## config.mk

```make
export PLATFORM = sky130hd
export DESIGN_NAME = asn1_time_string_validator
export DESIGN_NICKNAME = d
export VERILOG_FILES = /design/src/design/atsv_pkg.sv /design/src/design/atsv_front.sv /design/src/design/atsv_queue.sv /design/src/design/atsv_back.sv /design/src/design/asn1_time_string_validator.sv
export SDC_FILE = /design/constraint.sdc
export NUM_CORES = 1
export LEC_CHECK = 0
export ABC_AREA = 1
export BUFFER_PORTS_ARGS = -buffer_cell sky130_fd_sc_hd__buf_2
export CAP_MARGIN = 15
export CORE_UTILIZATION = 50
export DETAILED_ROUTE_END_ITERATION = 10
export GPL_ROUTABILITY_DRIVEN = 0
export HOLD_SLACK_MARGIN = 0.1
export PLACE_DENSITY_LB_ADDON = 0.1
export SLEW_MARGIN = 20
export SYNTH_ARGS = -nofsm -noshare
export SYNTH_HDL_FRONTEND = slang
export SYNTH_SLANG_ARGS = --single-unit
export TNS_END_PERCENT = 30
```

## constraint.sdc

```tcl
create_clock -name clk_i -period 6.29 [get_ports clk_i]
set_input_delay 0.3145 -clock clk_i [delete_from_list [all_inputs] [get_ports clk_i]]
set_output_delay 0.3145 -clock clk_i [all_outputs]
set_load 0.02 [all_outputs]
```

## src/design/atsv_pkg.sv

```systemverilog
package atsv_pkg;

  localparam int unsigned StoreDepth = 14;
  localparam int unsigned CountSat = 16;
  localparam int unsigned UtcLen = 13;
  localparam int unsigned GenLen = 15;
  localparam int unsigned QueueDepth = 2;

  localparam logic [7:0] CharZero = 8'h30;
  localparam logic [7:0] CharNine = 8'h39;
  localparam logic [7:0] CharZ = 8'h5A;

  typedef enum logic [1:0] {
    KIND_INFER = 2'd0,
    KIND_UTC   = 2'd1,
    KIND_GEN   = 2'd2,
    KIND_BAD   = 2'd3
  } tag_kind_e;

  typedef enum logic [3:0] {
    ERR_NONE     = 4'd0,
    ERR_TAG      = 4'd1,
    ERR_LENGTH   = 4'd2,
    ERR_NO_Z     = 4'd3,
    ERR_NONDIGIT = 4'd4,
    ERR_YEAR     = 4'd5,
    ERR_MONTH    = 4'd6,
    ERR_DAY      = 4'd7,
    ERR_HOUR     = 4'd8,
    ERR_MINUTE   = 4'd9,
    ERR_SECOND   = 4'd10
  } error_code_e;

  typedef struct packed {
    logic [StoreDepth-1:0][3:0] digits;
    logic [4:0]                 len;
    logic [1:0]                 kind;
    logic                       last_z;
    logic                       nondigit;
  } job_t;

  function automatic logic [6:0] two_digit(logic [3:0] hi, logic [3:0] lo);
    return 7'(7'(hi) * 7'd10 + 7'(lo));
  endfunction

  function automatic logic [4:0] month_days(logic [3:0] month);
    logic [4:0] days;
    case (month)
      4'd2:                     days = 5'd28;
      4'd4, 4'd6, 4'd9, 4'd11:  days = 5'd30;
      default:                  days = 5'd31;
    endcase
    return days;
  endfunction

endpackage

```

## src/design/atsv_front.sv

```systemverilog
module atsv_front import atsv_pkg::*; (
  input  logic       clk_i,
  input  logic       rst_ni,
  input  logic       in_valid_i,
  output logic       in_stall_o,
  input  logic [7:0] char_code_i,
  input  logic       first_char_i,
  input  logic       last_char_i,
  input  logic [1:0] tag_kind_i,
  input  logic       q_full_i,
  output logic       push_o,
  output job_t       job_o
);

  logic [4:0] count_q, count_d, count_base, count_next;
  logic       nd_q, nd_d, nd_base;
  logic [3:0] store_q [StoreDepth];
  logic       accept, is_digit, store_en;
  logic [3:0] digit;

  assign in_stall_o = q_full_i;
  assign accept = in_valid_i && !q_full_i;
  assign is_digit = (char_code_i >= CharZero) && (char_code_i <= CharNine);
  assign digit = is_digit ? 4'(char_code_i - CharZero) : 4'd0;
  assign count_base = first_char_i ? 5'd0 : count_q;
  assign nd_base = first_char_i ? 1'b0 : nd_q;
  assign store_en = accept && (count_base < 5'(StoreDepth));
  assign count_next = (count_base < 5'(CountSat)) ? 5'(count_base + 5'd1) : count_base;

  always_comb begin
    count_d = count_q;
    nd_d = nd_q;
    if (accept) begin
      if (last_char_i) begin
        count_d = 5'd0;
        nd_d = 1'b0;
      end else begin
        count_d = count_next;
        nd_d = nd_base | !is_digit;
      end
    end
  end

  always_comb begin
    for (int i = 0; i < StoreDepth; i++) begin
      job_o.digits[i] = (store_en && count_base == 5'(i)) ? digit : store_q[i];
    end
    job_o.len = count_next;
    job_o.kind = tag_kind_i;
    job_o.last_z = (char_code_i == CharZ);
    job_o.nondigit = nd_base;
  end

  assign push_o = accept && last_char_i;

  always_ff @(posedge clk_i or negedge rst_ni) begin
    if (!rst_ni) begin
      count_q <= 5'd0;
      nd_q <= 1'b0;
    end else begin
      count_q <= count_d;
      nd_q <= nd_d;
    end
  end

  always_ff @(posedge clk_i) begin
    if (store_en) begin
      store_q[count_base[3:0]] <= digit;
    end
  end

endmodule

```

## src/design/atsv_queue.sv

```systemverilog
module atsv_queue import atsv_pkg::*; (
  input  logic clk_i,
  input  logic rst_ni,
  input  logic push_i,
  input  job_t job_i,
  output logic full_o,
  output logic head_valid_o,
  output job_t head_o,
  input  logic pop_i
);

  localparam int unsigned PtrW = (QueueDepth > 1) ? $clog2(QueueDepth) : 1;
  localparam int unsigned CntW = $clog2(QueueDepth + 1);

  job_t            mem_q [QueueDepth];
  logic [PtrW-1:0] wr_q, rd_q;
  logic [CntW-1:0] cnt_q;
  logic            do_push, do_pop;

  assign full_o = (cnt_q == CntW'(QueueDepth));
  assign head_valid_o = (cnt_q != '0);
  assign head_o = mem_q[rd_q];
  assign do_push = push_i && !full_o;
  assign do_pop = pop_i && head_valid_o;

  always_ff @(posedge clk_i or negedge rst_ni) begin
    if (!rst_ni) begin
      wr_q <= '0;
      rd_q <= '0;
      cnt_q <= '0;
    end else begin
      if (do_push) begin
        wr_q <= (wr_q == PtrW'(QueueDepth - 1)) ? '0 : PtrW'(wr_q + 1'b1);
      end
      if (do_pop) begin
        rd_q <= (rd_q == PtrW'(QueueDepth - 1)) ? '0 : PtrW'(rd_q + 1'b1);
      end
      if (do_push && !do_pop) begin
        cnt_q <= CntW'(cnt_q + 1'b1);
      end else if (do_pop && !do_push) begin
        cnt_q <= CntW'(cnt_q - 1'b1);
      end
    end
  end

  always_ff @(posedge clk_i) begin
    if (do_push) begin
      mem_q[wr_q] <= job_i;
    end
  end

endmodule

```

## src/design/atsv_back.sv

```systemverilog
module atsv_back import atsv_pkg::*; (
  input  logic        clk_i,
  input  logic        rst_ni,
  input  logic        head_valid_i,
  input  job_t        head_i,
  output logic        pop_o,
  output logic        out_valid_o,
  input  logic        out_stall_i,
  output logic [3:0]  error_code_o,
  output logic        is_generalized_o,
  output logic [13:0] year_value_o,
  output logic [6:0]  month_value_o,
  output logic [6:0]  day_value_o,
  output logic [6:0]  hour_value_o,
  output logic [6:0]  minute_value_o,
  output logic [6:0]  second_value_o
);

  logic        valid_q;
  error_code_e err_q, err;
  logic        gen_q, gen;
  logic [13:0] year_q, year;
  logic [6:0]  month_q, day_q, hour_q, minute_q, second_q;
  logic [6:0]  p0, p2, month, day, hour, minute, second;
  logic        len_ok, leap;
  logic [4:0]  maxd;

  assign p0 = two_digit(head_i.digits[0], head_i.digits[1]);
  assign p2 = two_digit(head_i.digits[2], head_i.digits[3]);

  always_comb begin
    gen = (head_i.kind == KIND_GEN) ||
          (head_i.kind == KIND_INFER && head_i.len == 5'(GenLen));
    len_ok = gen ? (head_i.len == 5'(GenLen)) : (head_i.len == 5'(UtcLen));
    if (head_i.kind == KIND_BAD) begin
      gen = 1'b0;
    end
    if (gen) begin
      year = 14'(14'(p0) * 14'd100 + 14'(p2));
      month = two_digit(head_i.digits[4], head_i.digits[5]);
      day = two_digit(head_i.digits[6], head_i.digits[7]);
      hour = two_digit(head_i.digits[8], head_i.digits[9]);
      minute = two_digit(head_i.digits[10], head_i.digits[11]);
      second = two_digit(head_i.digits[12], head_i.digits[13]);
      leap = (p2[1:0] == 2'd0) && ((p2 != 7'd0) || (p0[1:0] == 2'd0));
    end else begin
      year = 14'(14'(p0) + ((p0 >= 7'd50) ? 14'd1900 : 14'd2000));
      month = p2;
      day = two_digit(head_i.digits[4], head_i.digits[5]);
      hour = two_digit(head_i.digits[6], head_i.digits[7]);
      minute = two_digit(head_i.digits[8], head_i.digits[9]);
      second = two_digit(head_i.digits[10], head_i.digits[11]);
      leap = (p0[1:0] == 2'd0);
    end
    maxd = (month == 7'd2 && leap) ? 5'd29 : month_days(month[3:0]);

    if (head_i.kind == KIND_BAD) begin
      err = ERR_TAG;
    end else if (!len_ok) begin
      err = ERR_LENGTH;
    end else if (!head_i.last_z) begin
      err = ERR_NO_Z;
    end else if (head_i.nondigit) begin
      err = ERR_NONDIGIT;
    end else if (year < 14'd1950 || year > (gen ? 14'd9999 : 14'd2049)) begin
      err = ERR_YEAR;
    end else if (month < 7'd1 || month > 7'd12) begin
      err = ERR_MONTH;
    end else if (day < 7'd1 || day > 7'(maxd)) begin
      err = ERR_DAY;
    end else if (hour > 7'd23) begin
      err = ERR_HOUR;
    end else if (minute > 7'd59) begin
      err = ERR_MINUTE;
    end else if (second > 7'd59) begin
      err = ERR_SECOND;
    end else begin
      err = ERR_NONE;
    end
  end

  assign pop_o = head_valid_i && (!valid_q || !out_stall_i);

  always_ff @(posedge clk_i or negedge rst_ni) begin
    if (!rst_ni) begin
      valid_q <= 1'b0;
    end else if (!valid_q || !out_stall_i) begin
      valid_q <= head_valid_i;
    end
  end

  always_ff @(posedge clk_i) begin
    if (pop_o) begin
      err_q <= err;
      gen_q <= gen;
      if (err == ERR_NONE) begin
        year_q <= year;
        month_q <= month;
        day_q <= day;
        hour_q <= hour;
        minute_q <= minute;
        second_q <= second;
      end else begin
        year_q <= '0;
        month_q <= '0;
        day_q <= '0;
        hour_q <= '0;
        minute_q <= '0;
        second_q <= '0;
      end
    end
  end

  assign out_valid_o = valid_q;
  assign error_code_o = err_q;
  assign is_generalized_o = gen_q;
  assign year_value_o = year_q;
  assign month_value_o = month_q;
  assign day_value_o = day_q;
  assign hour_value_o = hour_q;
  assign minute_value_o = minute_q;
  assign second_value_o = second_q;

endmodule

```

## src/design/asn1_time_string_validator.sv

```systemverilog
// Checks ASN.1 UTCTime and GeneralizedTime strings given one character per
// input transaction. The input channel takes one character per cycle when not
// stalled, with its first and last marks and the tag kind, which is used on the
// last character. The output channel gives one transaction per string: an error
// code and the decoded year, month, day, hour, minute and second, which are zero
// on error. The front collects digits and, on the last character, writes a
// snapshot into a two-entry queue; the back validates the queue head
// combinationally into the output register. Throughput is one character per
// cycle when not stalled, set by the front; the back takes one string per
// cycle when the output is not stalled. If the receiver stalls, the output
// register holds its result and the queue fills; the input is stalled only
// while the queue is full. Reset clears the character count, the nondigit
// flag, the queue and the output valid; no result is pending after reset.
module asn1_time_string_validator import atsv_pkg::*; (
  input  logic        clk_i,
  input  logic        rst_ni,
  input  logic        in_valid_i,
  output logic        in_stall_o,
  input  logic [7:0]  char_code_i,
  input  logic        first_char_i,
  input  logic        last_char_i,
  input  logic [1:0]  tag_kind_i,
  output logic        out_valid_o,
  input  logic        out_stall_i,
  output logic [3:0]  error_code_o,
  output logic        is_generalized_o,
  output logic [13:0] year_value_o,
  output logic [6:0]  month_value_o,
  output logic [6:0]  day_value_o,
  output logic [6:0]  hour_value_o,
  output logic [6:0]  minute_value_o,
  output logic [6:0]  second_value_o
);

  logic q_full, push, head_valid, pop;
  job_t job, head;

  atsv_front u_front (
    .clk_i        (clk_i),
    .rst_ni       (rst_ni),
    .in_valid_i   (in_valid_i),
    .in_stall_o   (in_stall_o),
    .char_code_i  (char_code_i),
    .first_char_i (first_char_i),
    .last_char_i  (last_char_i),
    .tag_kind_i   (tag_kind_i),
    .q_full_i     (q_full),
    .push_o       (push),
    .job_o        (job)
  );

  atsv_queue u_queue (
    .clk_i        (clk_i),
    .rst_ni       (rst_ni),
    .push_i       (push),
    .job_i        (job),
    .full_o       (q_full),
    .head_valid_o (head_valid),
    .head_o       (head),
    .pop_i        (pop)
  );

  atsv_back u_back (
    .clk_i            (clk_i),
    .rst_ni           (rst_ni),
    .head_valid_i     (head_valid),
    .head_i           (head),
    .pop_o            (pop),
    .out_valid_o      (out_valid_o),
    .out_stall_i      (out_stall_i),
    .error_code_o     (error_code_o),
    .is_generalized_o (is_generalized_o),
    .year_value_o     (year_value_o),
    .month_value_o    (month_value_o),
    .day_value_o      (day_value_o),
    .hour_value_o     (hour_value_o),
    .minute_value_o   (minute_value_o),
    .second_value_o   (second_value_o)
  );

endmodule

```

==> metrics.log <==
INFO  metric run_status = finished clean
INFO  metric clock_tree_sinks = approximately 250
INFO  metric floorplan_die_height = around 170 µm
INFO  metric routed-via-count = roughly 9200
INFO  metric finalClockSkew = around 0.013 ns
INFO  metric layout.cells.non_filler = around 1800
INFO  metric cap_viol_max_count = 0
INFO  metric syn_inst = about 1400
INFO  metric critical_path.max_fanout = 8
INFO  metric multiInputGateArea = between 5000 and 6000 µm²
INFO  metric detailedRoute.firstPassIterationCount = 5
INFO  metric grt_use_met2 = a little under a third
INFO  metric cts_tree = yes
INFO  metric drive_above_1_share = between 10% and 20%
INFO  metric diodes = 0
INFO  metric grt_pass1_wl = between 40000 and 50000 µm
INFO  metric number_of_i_o_port_buffers = 71
INFO  metric remaining_drc_errors = 0
INFO  metric avgSynthCellArea = approximately 10 µm²
INFO  metric clock_tree.htree_level_count = 1
INFO  metric areaGrowthSynthToFinish = 16.7%
INFO  metric fillers = approximately 2200
INFO  metric yosys.cell_types.count = 47
INFO  metric mostFrequentLayoutCell = nand2_1
INFO  metric synth-warning-count = 0
INFO  metric fmaxAchievable = about 0.17 GHz
INFO  metric routed_wirelength = approximately 27000 µm
INFO  metric cts_made_buffers = 26
INFO  metric clock-root-buffer = clkbuf_16
INFO  metric finalSetupViolations = 0
INFO  metric worst_pin_slew = approximately 0.89 ns
INFO  metric grt-busiest-layer = met2
INFO  metric dp.cells = approximately 1800
INFO  metric cpPeakStageDelay = ~0.42 ns
INFO  metric min_period_over_period = between 90 and 100%
INFO  metric critical_path_buf_inv_count = 7
INFO  metric grt_use_met3 = ~2.5%
INFO  metric met1_usage = about 29%
INFO  metric hold_violations = 0
INFO  metric layout.area.seq = ~7500 µm²
INFO  metric hpwlAfterDp = approximately 19000 µm
INFO  metric kind_of_cell_adding_the_most_delay_to_the_critical_path = simple AND/OR/NAND/NOR gates
INFO  metric viasPerCell = around 5
INFO  metric slew_viol_final = 0
INFO  metric cts_max_path_buffers = 3
INFO  metric die_w = between 150 and 200 µm
INFO  metric number_of_global_route_vias_before_repair = between 8000 and 9000
INFO  metric global_route.usage.total = approximately 20%
INFO  metric synth_top_flop_cell = edfxtp_1
INFO  metric clk_pin_slew = 0.06 ns
INFO  metric core_area = approximately 27000 µm²
INFO  metric ys_async_rst_share = under 10%
INFO  metric edff_count_synth = between 200 and 250
INFO  metric postSynthRegisterBits = 251
INFO  metric finalWorstSetupSlack = between 0.4 and 0.5 ns
INFO  metric fin_hold_ws = approximately 0.16 ns
INFO  metric ys_seq_area_share = 54.6%
INFO  metric ioPinCount = slightly above 70
INFO  metric finalCriticalPeriod = between 5 and 6 ns
INFO  metric required = between 6 and 7 ns
INFO  metric mostFrequentLayoutCells = 377 x nand2_1, 240 x edfxtp_1, 154 x inv_1
INFO  metric ant_nets = 0
INFO  metric clkLatencyLatePin = approximately 0.54 ns
INFO  metric fp.dieArea = 28100 µm²
INFO  metric routed_wire_length_per_instance = about 15 µm
INFO  metric slew_headroom = between 40% and 50%
INFO  metric floorplan.rows = 60
INFO  metric cp_slowest_cell = fa_2
INFO  metric cp_startpoint_kind = flop
INFO  metric cp.arrival = just over 6 ns
INFO  metric finish.net_count = 1605
INFO  metric detailedRoute.firstIterationViolations = 535
INFO  metric grt_antenna_before_repair = 0
INFO  metric initial_utilization = about half
INFO  metric netlist_area = roughly 14000 µm²
INFO  metric grt_max_degree = 66
INFO  metric post-place-ws = around 0.08 ns
INFO  metric global_route.overflow_total = 0
INFO  metric crit_path_end_kind = flop
INFO  metric hold_path.class = primary input to flop
INFO  metric worstSetupPathType = flop to flop
path summary, 6_finish.rpt:
path | slack [ns] | to | cells past startpoint | startpoint
worst max-delay path | 0.41 | u_back.year_value_o[12] | 38 | u_queue.rd_q
worst min-delay path | 0.16 | u_front.count_q[4] | 4 | last_char_i
worst max register to register | 0.41 | u_back.year_value_o[12] | 38 | u_queue.rd_q
worst min register to register | 0.50 | u_back.out_valid_o | 2 | u_back.out_valid_o
max in group asynchronous | 5.86 | u_queue.rd_q | 2 | rst_ni
min in group asynchronous | 0.18 | u_front.count_q[1] | 2 | rst_ni
worst min-delay path: stages:
cell and delay [ns]:
buf_2 0.07, inv_1 0.07, nand3_1 0.10, o21ai_0 0.09
state kept, by name, summed over array words and instances (netlist names):
signal / cells
u_front.count_q: 5
u_back.minute_value_o: 7
u_queue.wr_q: 1
u_back.day_value_o: 7
u_queue.cnt_q: 2
u_back.is_generalized_o: 1
u_queue.rd_q: 1
u_front.nd_q: 1
u_back.year_value_o: 14
u_back.error_code_o: 4
u_back.second_value_o: 7
u_back.month_value_o: 7
u_queue.mem_q: 130
u_back.hour_value_o: 7
u_front.store_q: 56
u_back.out_valid_o: 1
layout make-up:
type / count / share of cell area, %
Clock buffer: 28 / 4.11
Clock inverter: 19 / 1.39
Inverter: 167 / 3.94
Multi-Input combinational cell: 924 / 36.2
Sequential cell: 251 / 46.8
Tap cell: 341 / 2.67
Timing Repair Buffer: 112 / 4.90
through the flow:
stage | instance area, µm² | TNS (ns) | util [%]
finish | 16000 | 0 | 59.4
global route | 16000 | -0.0250 | 59.4
CTS | 15500 | 0 | 57.4
detailed placement | 14500 | 0 | 53.9
global placement | 14500 | 0 | 53.9
floorplan | 13800 | 0 | -
Yosys cell counts (13+ instances only):
cell type  count  area [µm²]
nand2_1      393        1480
edfxtp_1     240        7210
inv_1        164         616
ha_1          89        1110
o21ai_0       81         405
nor2_1        79         297
nand3_1       50         250
xor2_1        40         350
nor2_2        32         200
o21a_1        23         173
fa_1          18         360
a21oi_1       14        70.1
clkbuf_1      13        48.8
cell families (layout without fill, tap and decap cells):
family                   Yosys count  count (layout)  synth area share, %
multiplexers                       9               9                0.657
AO/OA/AOI/OAI                    146             146                 6.13
adder cells (fa/ha/maj)          107             107                 10.7
XOR/XNOR                          46              46                 2.94
flip-flops                       251             251                 54.6
buffers and inverters            199             326                 6.18
other                              1               9               0.0273
AND/OR/NAND/NOR                  607             607                 18.8
what timing repair did:
item / CTS / global route
endpoints found under the hold margin: 18 / 0
buffers inserted: 0 / 11
setup endpoints to repair: 0 / 43
hold buffers: 5 / 0
gates resized for setup: 0 / 74
routing by layer:
layer / vias to the layer above / wire length, µm
met1: 4206 / 13400
met2: 205 / 12100
met4: 0 / 646
li1: 4750 / -
met5: - / 0
met3: 45 / 1180
Power is not shown: default switching activity piles up to over one toggle a cycle in this logic, so the estimate is an artifact.
